File: src/rtl/b64sd_pkg.sv
// Shared constants and character mapping for the Base64 stream decoder.
`default_nettype none
package b64sd_pkg;

   localparam logic [7:0] CHAR_PAD   = 8'h3D;   // '='
   localparam logic [7:0] CHAR_PLUS  = 8'h2B;   // '+'
   localparam logic [7:0] CHAR_SLASH = 8'h2F;   // '/'
   localparam logic [7:0] CHAR_DOT   = 8'h2E;   // '.'
   localparam logic [7:0] CHAR_DASH  = 8'h2D;   // '-'

   localparam logic [5:0] SEXTET_62    = 6'd62;
   localparam logic [5:0] SEXTET_63    = 6'd63;
   localparam logic [5:0] LOWER_OFFSET = 6'd26;
   localparam logic [5:0] DIGIT_OFFSET = 6'd52;

   localparam logic       MODE_STANDARD = 1'b0;

   typedef logic [1:0] grp_pos_type;

   localparam grp_pos_type POS_LAST = 2'd3;
   localparam grp_pos_type POS_THIRD = 2'd2;

   function automatic logic [5:0] map_char(input logic [7:0] c, input logic mode);
      logic [7:0] sym62;
      logic [7:0] sym63;
      logic [7:0] diff;
      logic [5:0] v;
      sym62 = (mode == MODE_STANDARD) ? CHAR_PLUS  : CHAR_DOT;
      sym63 = (mode == MODE_STANDARD) ? CHAR_SLASH : CHAR_DASH;
      diff  = 8'd0;
      if (c == CHAR_PAD) begin
         v = 6'd0;
      end else if (c == sym62) begin
         v = SEXTET_62;
      end else if (c == sym63) begin
         v = SEXTET_63;
      end else if (c inside {[8'h41:8'h5A]}) begin
         diff = c - 8'h41;
         v    = diff[5:0];
      end else if (c inside {[8'h61:8'h7A]}) begin
         diff = c - 8'h61;
         v    = diff[5:0] + LOWER_OFFSET;
      end else if (c inside {[8'h30:8'h39]}) begin
         diff = c - 8'h30;
         v    = diff[5:0] + DIGIT_OFFSET;
      end else begin
         v = c[5:0];
      end
      return v;
   endfunction

endpackage
`default_nettype wire

File: src/rtl/base64_stream_decoder.sv
// Base64 character-stream decoder: one character per request, up to three bytes per group.
// The first byte of a group is valid in the cycle after its fourth character is taken.
// Throughput: one character per cycle; the group buffer drains one byte per cycle while
// rsp_tready is high; a fourth character waits while the previous group's bytes remain buffered.
// Reset: synchronous, active high; clears group state, the buffer count and the mode to '+' '/'.
`default_nettype none
module base64_stream_decoder
   import b64sd_pkg::*;
(
   input  wire logic       clock,
   input  wire logic       reset,
   input  wire logic       csr_wen,
   input  wire logic       csr_wdata,    // alphabet_mode
   input  wire logic       req_tvalid,
   output logic            req_tready,
   input  wire logic [7:0] req_tdata,    // [7:0] char_code
   input  wire logic       req_tlast,    // end_of_message
   output logic            rsp_tvalid,
   input  wire logic       rsp_tready,
   output logic [7:0]      rsp_tdata,    // [7:0] data_byte
   output logic            rsp_tlast,    // last_of_run
   output logic [0:0]      rsp_tuser     // [0] message_done
);

   logic        mode_ff;
   logic [17:0] acc_ff, acc_in;
   grp_pos_type pos_ff, pos_in;
   logic        third_pad_ff, third_pad_in;
   logic [23:0] grp_bits_ff, grp_bits_in;
   logic [1:0]  grp_cnt_ff, grp_cnt_in;
   logic        grp_eom_ff, grp_eom_in;

   logic        req_fire;
   logic        rsp_fire;
   logic        is_pad;
   logic [5:0]  sextet;

   assign sextet     = map_char(req_tdata, mode_ff);
   assign is_pad     = (req_tdata == CHAR_PAD);
   assign req_tready = (pos_ff != POS_LAST) || (grp_cnt_ff == 2'd0);
   assign req_fire   = req_tvalid && req_tready;
   assign rsp_tvalid = (grp_cnt_ff != 2'd0);
   assign rsp_fire   = rsp_tvalid && rsp_tready;
   assign rsp_tdata  = grp_bits_ff[23:16];
   assign rsp_tlast  = (grp_cnt_ff == 2'd1);
   assign rsp_tuser  = rsp_tlast && grp_eom_ff;

   always_comb begin
      acc_in       = acc_ff;
      pos_in       = pos_ff;
      third_pad_in = third_pad_ff;
      grp_bits_in  = grp_bits_ff;
      grp_cnt_in   = grp_cnt_ff;
      grp_eom_in   = grp_eom_ff;
      if (rsp_fire) begin
         grp_bits_in = {grp_bits_ff[15:0], 8'd0};
         grp_cnt_in  = grp_cnt_ff - 2'd1;
      end
      if (req_fire) begin
         if (pos_ff != POS_LAST) begin
            if (pos_ff == POS_THIRD) begin
               third_pad_in = is_pad;
            end
            acc_in = {acc_ff[11:0], sextet};
            pos_in = pos_ff + 2'd1;
            if (req_tlast) begin
               acc_in       = 18'd0;
               pos_in       = 2'd0;
               third_pad_in = 1'b0;
            end
         end else begin
            // load the finished group; buffer is empty here
            grp_bits_in  = {acc_ff, sextet};
            grp_eom_in   = req_tlast;
            if (third_pad_ff) begin
               grp_cnt_in = 2'd1;
            end else if (is_pad) begin
               grp_cnt_in = 2'd2;
            end else begin
               grp_cnt_in = 2'd3;
            end
            acc_in       = 18'd0;
            pos_in       = 2'd0;
            third_pad_in = 1'b0;
         end
      end
   end

   always_ff @(posedge clock) begin
      if (reset) begin
         mode_ff      <= MODE_STANDARD;
         acc_ff       <= 18'd0;
         pos_ff       <= 2'd0;
         third_pad_ff <= 1'b0;
         grp_cnt_ff   <= 2'd0;
         grp_eom_ff   <= 1'b0;
      end else begin
         if (csr_wen) begin
            mode_ff <= csr_wdata;
         end
         acc_ff       <= acc_in;
         pos_ff       <= pos_in;
         third_pad_ff <= third_pad_in;
         grp_cnt_ff   <= grp_cnt_in;
         grp_eom_ff   <= grp_eom_in;
      end
   end

   always_ff @(posedge clock) begin
      grp_bits_ff <= grp_bits_in;
   end

   a_load_into_empty: assert property (@(posedge clock) disable iff (reset)
      (req_fire && pos_ff == POS_LAST) |-> (grp_cnt_ff == 2'd0))
      else $error("group loaded while buffer still holds bytes");

   a_eom_clears_group: assert property (@(posedge clock) disable iff (reset)
      (req_fire && req_tlast) |=> (pos_ff == 2'd0 && acc_ff == 18'd0))
      else $error("group state not cleared after end of message");

   a_done_on_last: assert property (@(posedge clock) disable iff (reset)
      rsp_tuser[0] |-> rsp_tlast)
      else $error("message_done without last_of_run");

   a_partial_no_output: assert property (@(posedge clock) disable iff (reset)
      (req_fire && pos_ff != POS_LAST && !rsp_fire) |=> $stable(grp_cnt_ff))
      else $error("partial group changed the output buffer");

endmodule
`default_nettype wire

File: config.mk
export PLATFORM = sky130hd
export DESIGN_NAME = base64_stream_decoder
export DESIGN_NICKNAME = d
export VERILOG_FILES = /design/src/rtl/b64sd_pkg.sv /design/src/rtl/base64_stream_decoder.sv
export SDC_FILE = /design/constraint.sdc
export NUM_CORES = 1
export LEC_CHECK = 0
export BUFFER_PORTS_ARGS = -buffer_cell sky130_fd_sc_hd__buf_2
export CORE_UTILIZATION = 53
export DETAILED_ROUTE_END_ITERATION = 16
export GPL_ROUTABILITY_DRIVEN = 0
export MAX_ROUTING_LAYER = met4
export PLACE_DENSITY_LB_ADDON = 0.3
export SETUP_SLACK_MARGIN = 0.02
export SLEW_MARGIN = 20
export SYNTH_ARGS = -nofsm -noshare
export SYNTH_HDL_FRONTEND = slang
export SYNTH_SLANG_ARGS = --single-unit
File: constraint.sdc
create_clock -name clock -period 2.1 [get_ports clock]
set_clock_uncertainty 0.1 [all_clocks]
set_input_delay 0.105 -clock clock [delete_from_list [all_inputs] [get_ports clock]]
set_output_delay 0.105 -clock clock [all_outputs]
set_load 0.05 [all_outputs]
; Word level (Yosys, flattened, before mapping)
; Index checks and enable logic that the tools add are counted.
[totals]
register_bits = 49
out_inout_bits = 12
[classes]
n_bitwise = 1
mux = 23
magnitude_cmp = 6
eq_ne = 7
n_addsub = 7
reduce_logical = 11
[ops]
columns = op, n
row1 = 2-to-1 mux 24 bit, 3
row2 = 2-to-1 mux 18 bit, 2
row3 = 2-to-1 mux 6 bit, 6
row4 = equality test 8 x 6 -> 1 bit, 2
row5 = >= comparator 8 x 7 -> 1 bit (second input constant), 2
row6 = less-or-equal comparator 8 x 7 -> 1 bit (second input constant), 2
row7 = 2-to-1 mux 2 bit, 7
row8 = subtractor 6 bit (second input constant), 2
row9 = equality test 8 x 6 -> 1 bit (second input constant), 1
row10 = >= comparator 8 x 6 -> 1 bit (second input constant), 1
row11 = less-or-equal comparator 8 x 6 -> 1 bit (second input constant), 1
row12 = adder 6 x 5 -> 6 bit (second input constant), 1
row13 = adder 6 bit (second input constant), 1
row14 = logical AND 1 bit, 6
row15 = subtractor 6 x 1 -> 6 bit (second input constant), 1
row16 = 2-to-1 mux 1 bit, 4
row17 = AND reduction 2 bit, 2
row18 = 2-to-1 mux 3 bit, 1
row19 = != test 3 x 2 -> 1 bit (second input constant), 1
row20 = adder 2 x 1 -> 2 bit (second input constant), 1
row21 = equality test 2 x 1 -> 1 bit (second input constant), 1
row22 = equality test 2 bit (second input constant), 1
row23 = logical NOT 2 bit, 1
row24 = != test 2 bit (second input constant), 1
row25 = 4 further kinds, 4

; Longest topological paths before layout
[depth]
depth_word = 10
ltp_mapped = 10

; Worst setup path before layout
; OpenSTA, ideal clock, no wires.
[synth_path]
kind = input -> register
from = in req_tdata[2]
to = reg acc_ff[4]
slack_ps = -154
t_required_ps = 1883
arrival_time_ps = 2037
stages = 9
setup_ps = 117
path_cell_list = clkbuf_1 -> inv_1 -> ha_1 -> a211o_1 -> and3b_1 -> buf_6 -> a32o_1 -> or3_1 -> a32o_1
[synth_between]
elab_chain_cells = 10
[synth_lines]
columns = element, line
row1 = "start, declared", base64_stream_decoder.sv:16  ; input wire logic [7:0] req_tdata,
row2 = subtractor 6 bit (tied with other cells), b64sd_pkg.sv:44  ; diff = c - 8'h30;
row3 = adder 6 bit or logical AND 1 bit (tied branches), "b64sd_pkg.sv:45, b64sd_pkg.sv:43"
row4 = 2-to-1 mux 6 bit, b64sd_pkg.sv:43  ; end else if (c inside {[8'h30:8'h39]}) begin
row5 = 2-to-1 mux 6 bit, b64sd_pkg.sv:40  ; end else if (c inside {[8'h61:8'h7A]}) begin
row6 = 2-to-1 mux 6 bit, b64sd_pkg.sv:37  ; end else if (c inside {[8'h41:8'h5A]}) begin
row7 = 2-to-1 mux 6 bit, b64sd_pkg.sv:35  ; end else if (c == sym63) begin
row8 = 2-to-1 mux 6 bit, b64sd_pkg.sv:33  ; end else if (c == sym62) begin
row9 = 2-to-1 mux 6 bit (*), b64sd_pkg.sv:31  ; if (c == CHAR_PAD) begin
row10 = 2-to-1 mux 18 bit (*), base64_stream_decoder.sv:66  ; if (req_tlast) begin
row11 = 2-to-1 mux 18 bit (*), base64_stream_decoder.sv:60  ; if (pos_ff != POS_LAST) begin
row12 = "end signal, assigned", base64_stream_decoder.sv:101  ; acc_ff <= acc_in;
row13 = "end, declared", base64_stream_decoder.sv:26  ; logic [17:0] acc_ff, acc_in;
; Every way passes the cells marked *; elsewhere a longest branch is shown, timed or not.
; A chain may end at the register's enable or synchronous reset.

; Worst setup path after layout
[layout_path]
from = reg grp_cnt_ff[0]
to = reg grp_bits_ff[17]
[layout_between]
elab_chain_cells = 5
[layout_lines]
columns = element, line
row1 = "start, declared", base64_stream_decoder.sv:30  ; logic [1:0] grp_cnt_ff, grp_cnt_in;
row2 = "start signal, assigned", base64_stream_decoder.sv:104  ; grp_cnt_ff <= grp_cnt_in;
row3 = nonzero test 2 bit, base64_stream_decoder.sv:42  ; assign rsp_tvalid = (grp_cnt_ff != 2'd0);
row4 = logical AND 1 bit, base64_stream_decoder.sv:43  ; assign rsp_fire = rsp_tvalid && rsp_tready;
row5 = 2-to-1 mux 24 bit, base64_stream_decoder.sv:55  ; if (rsp_fire) begin
row6 = 2-to-1 mux 24 bit, base64_stream_decoder.sv:60
row7 = 2-to-1 mux 24 bit (*), base64_stream_decoder.sv:59  ; if (req_fire) begin
row8 = via grp_bits_in[17], base64_stream_decoder.sv:29  ; logic [23:0] grp_bits_ff, grp_bits_in;
row9 = "end signal, assigned", base64_stream_decoder.sv:110  ; grp_bits_ff <= grp_bits_in;
row10 = "end, declared", base64_stream_decoder.sv:29
; Mark *: on every way through the listed nets, which the timed path passes. The rest lies on a longest branch.

==> reports/qor.yml <==
place:
  post_dp_cell_area_mm2: 0.00276
  io_buffers: 26
  hpwl_um: 3990
clock_tree:
  htreeDepth: 2
  cts_made_buffers: 5
  root_buffer: "clkbuf_8"
  path_clk_slew_ns: 0.09
  cts_num_sinks: 49
  cts_tree: "yes"
  clock_path_buffers: 2
  clkLatencyLatePin_ns: 0.30
  postCtsSetupBuffers: 0
global_route:
  grt_pass1_vias: 2177
  overflow: 0
  grtUsageTotal: 0.253
  grt_max_degree: 37
  grt_pass1_wl_um: 9810
  antenna_found_initial: 0
finish:
  finalInstanceArea_mm2: 0.00287
  syn2layout_area_growth_pct: 12.5
  fillerInstances: 411
  diodes: 0
  drive_above_1_share: 0.193
  fin_nets: 379
setup_path:
  critPathBufInv: 2
  cp-startpoint: "grp_cnt_ff[0]$_SDFF_PP0_"
  crit_family: "simple AND/OR/NAND/NOR gates"
  r2r_end: "grp_bits_ff[17]$_DFF_P_"
  cp.required_ns: 2.23
  r2r_slack_ns: 0.25
  cp.depth: 8
  critPathCaptureType: "register"
  path_max_fanout: 36
  r2r-start: "grp_cnt_ff[0]$_SDFF_PP0_"
  arrival_ns: 1.98
  slowest_stage: "dfxtp_1"
  path_cells: "inv_1, ha_1, nand2b_2, and2_2, nand2_2, buf_12, nor2_1, a31oi_1"
  cp-start-kind: "register"
  critical_path.max_stage_delay_ns: 0.38
  critPathKind: "reg -> reg"
  rr_worst_depth: 8
logic_synthesis:
  async_reset_ff_frac: 0
  synth.distinct_cells: 48
  synth_seq_cells: 49
  synth_area_per_cell_um2: 7.91
  ys_warn_count: 0
  synth_flop_cell: "dfxtp_1"
  syn_inst: 323
  synth_top_cell_by_area: "dfxtp_1"
  synth_edf_count: 0
  synth_area_mm2: 0.00255
  synth_area_leaders: "dfxtp_1 (38%), nand2_1 (8.7%), ha_1 (6.4%), nor2_1 (6.2%), a31oi_1 (4.4%)"
  synth-seq-area-share: 0.384
  syn-num-nets: 351
  synth_top_area_share: 0.384
floorplan:
  die-area_mm2: 0.00510
  ioPinCount: 27
  die_width_um: 71.4
  fp.dieH_um: 71.4
  initial_utilization: 0.567
  rows: 24
  coreArea_mm2: 0.00450
min_path:
  whs_endpoint: "acc_ff[0]$_SDFFE_PP0P_"
  hold_depth: 4
  min_path_type: "in -> reg"
  hp-start: "req_tvalid"
detailed_routing:
  dr.pass1.iters: 4
  num_vias: 2285
  drtAntennaViolNets: 0
  wire_per_inst_um: 14.0
  postRouteWirelength_um: 5640
  avgViaCountPerCell: 5.66
  drtIter0Drc: 145
  drc: 0
sta:
  worst_slew_pin_slew_ns: 0.519
  period_share: 0.882
  setup_viol: 0
  rsz0062_at_grt: "false"
  layout_min_cycle_time_ns: 1.85
  slew_violations: 0
  fmax_ghz: 0.540
  hold_violations: 0
  relSlewSlack: 0.654
pwr:
  p_leak_uw: 0.00124
  p_total_uw: 2260
  peakVddDrop_mv: 0.464
  powerDensity_mw_per_mm2: 786
outcome:
  status: "finished clean"
run:
  drv_cap: 0
[stage by stage]
stage	utilization	cells	hold slack, ns	setup TNS (ns)	worst slack (ns)
final	0.638	404	0.119	0	0.249
after global routing	0.638	404	0.120	0	0.112
after detailed placement	0.612	393	0.263	-0.0276	-0.0276
after global placement	0.612	393	0.236	0	0.00566
after floorplan	-	323	0.141	-0.0203	-0.0203
after CTS	0.638	404	0.108	0	0.172
[power by group]
group          switching [uW]  leakage [uW]  total, uW  internal (uW)
Clock                     319     0.0000439        549            230
Combinational             428      0.000796        626            198
Sequential               50.9      0.000397       1080           1030
Total                     798       0.00124       2260           1460
[worst register-to-register path: cells and delay by family, from the launching register on]
kind	cells	cell delay, ns
compound gates	1	0.15
fa+ha+maj	1	0.24
buf+inv	2	0.26
flops	1	0.38
simple gates	4	0.64
[kinds of logic after synthesis]
logic type      after synthesis  synth area share
mux                           4            0.0167
fa+ha+maj                    13            0.0637
buf+inv                      41            0.0842
xor+xnor                      3            0.0103
simple gates                133             0.232
flops                        49             0.384
compound gates               80             0.210
[cell usage in the layout, fill, tap and decap left out, types with 2 or more instances in the layout]
cell,instances
nand3_1,5
a21oi_1,16
inv_2,2
a211o_1,2
dfxtp_1,49
xnor2_1,3
a32o_1,2
and3b_1,2
ha_1,12
a22oi_1,12
buf_4,20
clkinv_2,2
buf_2,26
nor3_1,5
dlygate4sd3_1,3
nor2b_1,3
and2_1,3
o21ai_0,12
nand2_1,58
and2_2,2
o31ai_1,5
or3_1,2
mux2_2,2
a31oi_1,18
mux2i_1,2
and4b_1,2
nor2_1,42
a32oi_1,2
inv_1,10
clkbuf_8,5
[what timing repair did]
item | CTS | global route
gates resized for setup | 0 | 1
setup endpoints to repair | 0 | 1
endpoints found under the hold margin | 2 | 0
hold buffers | 3 | 0
[area by class of cell]
| cell class | count | area (um^2) | area share |
|---|---|---|---|
| multi-input cells | 233 | 1370 | 0.475 |
| clock inverters | 3 | 17.5 | 0.00609 |
| flip-flops and latches | 49 | 981 | 0.341 |
| well taps | 52 | 65.1 | 0.0226 |
| inverters | 12 | 45.0 | 0.0157 |
| clock buffers | 5 | 68.8 | 0.0239 |
| repair buffers | 50 | 330 | 0.115 |
[worst max path at each step]
stage,slack [ns],endpoint
finish,0.25,grp_bits_ff[17]$_DFF_P_
global route,0.11,grp_bits_ff[11]$_DFF_P_
CTS,0.17,grp_bits_ff[11]$_DFF_P_
detailed placement,-0.03,acc_ff[4]$_SDFFE_PP0P_
global placement,0.006,acc_ff[4]$_SDFFE_PP0P_
floorplan,-0.02,acc_ff[4]$_SDFFE_PP0P_
[Yosys cell counts, types with 3 or more instances]
master	count
dfxtp_1	49
o31ai_1	5
o21ai_0	12
nand2_1	59
a31oi_1	18
clkbuf_1	13
inv_1	12
buf_4	9
a22oi_1	12
nand3_1	5
nor2b_1	3
ha_1	13
nor2_1	42
nor3_1	5
xnor2_1	3
and2_1	3
a21oi_1	16
[state kept, by name, summed over array words and instances, names as in the netlist]
register	flops
grp_bits_ff	24
mode_ff	1
grp_cnt_ff	2
pos_ff	2
third_pad_ff	1
grp_eom_ff	1
acc_ff	18
[layer usage]
metal	GRT usage	share of wire
met5	-	0
met2	0.401	0.46
met1	0.327	0.49
met3	0.0506	0.038
met4	0.0756	0.0087
No activity file was read; power rests on OpenSTA's default activity.
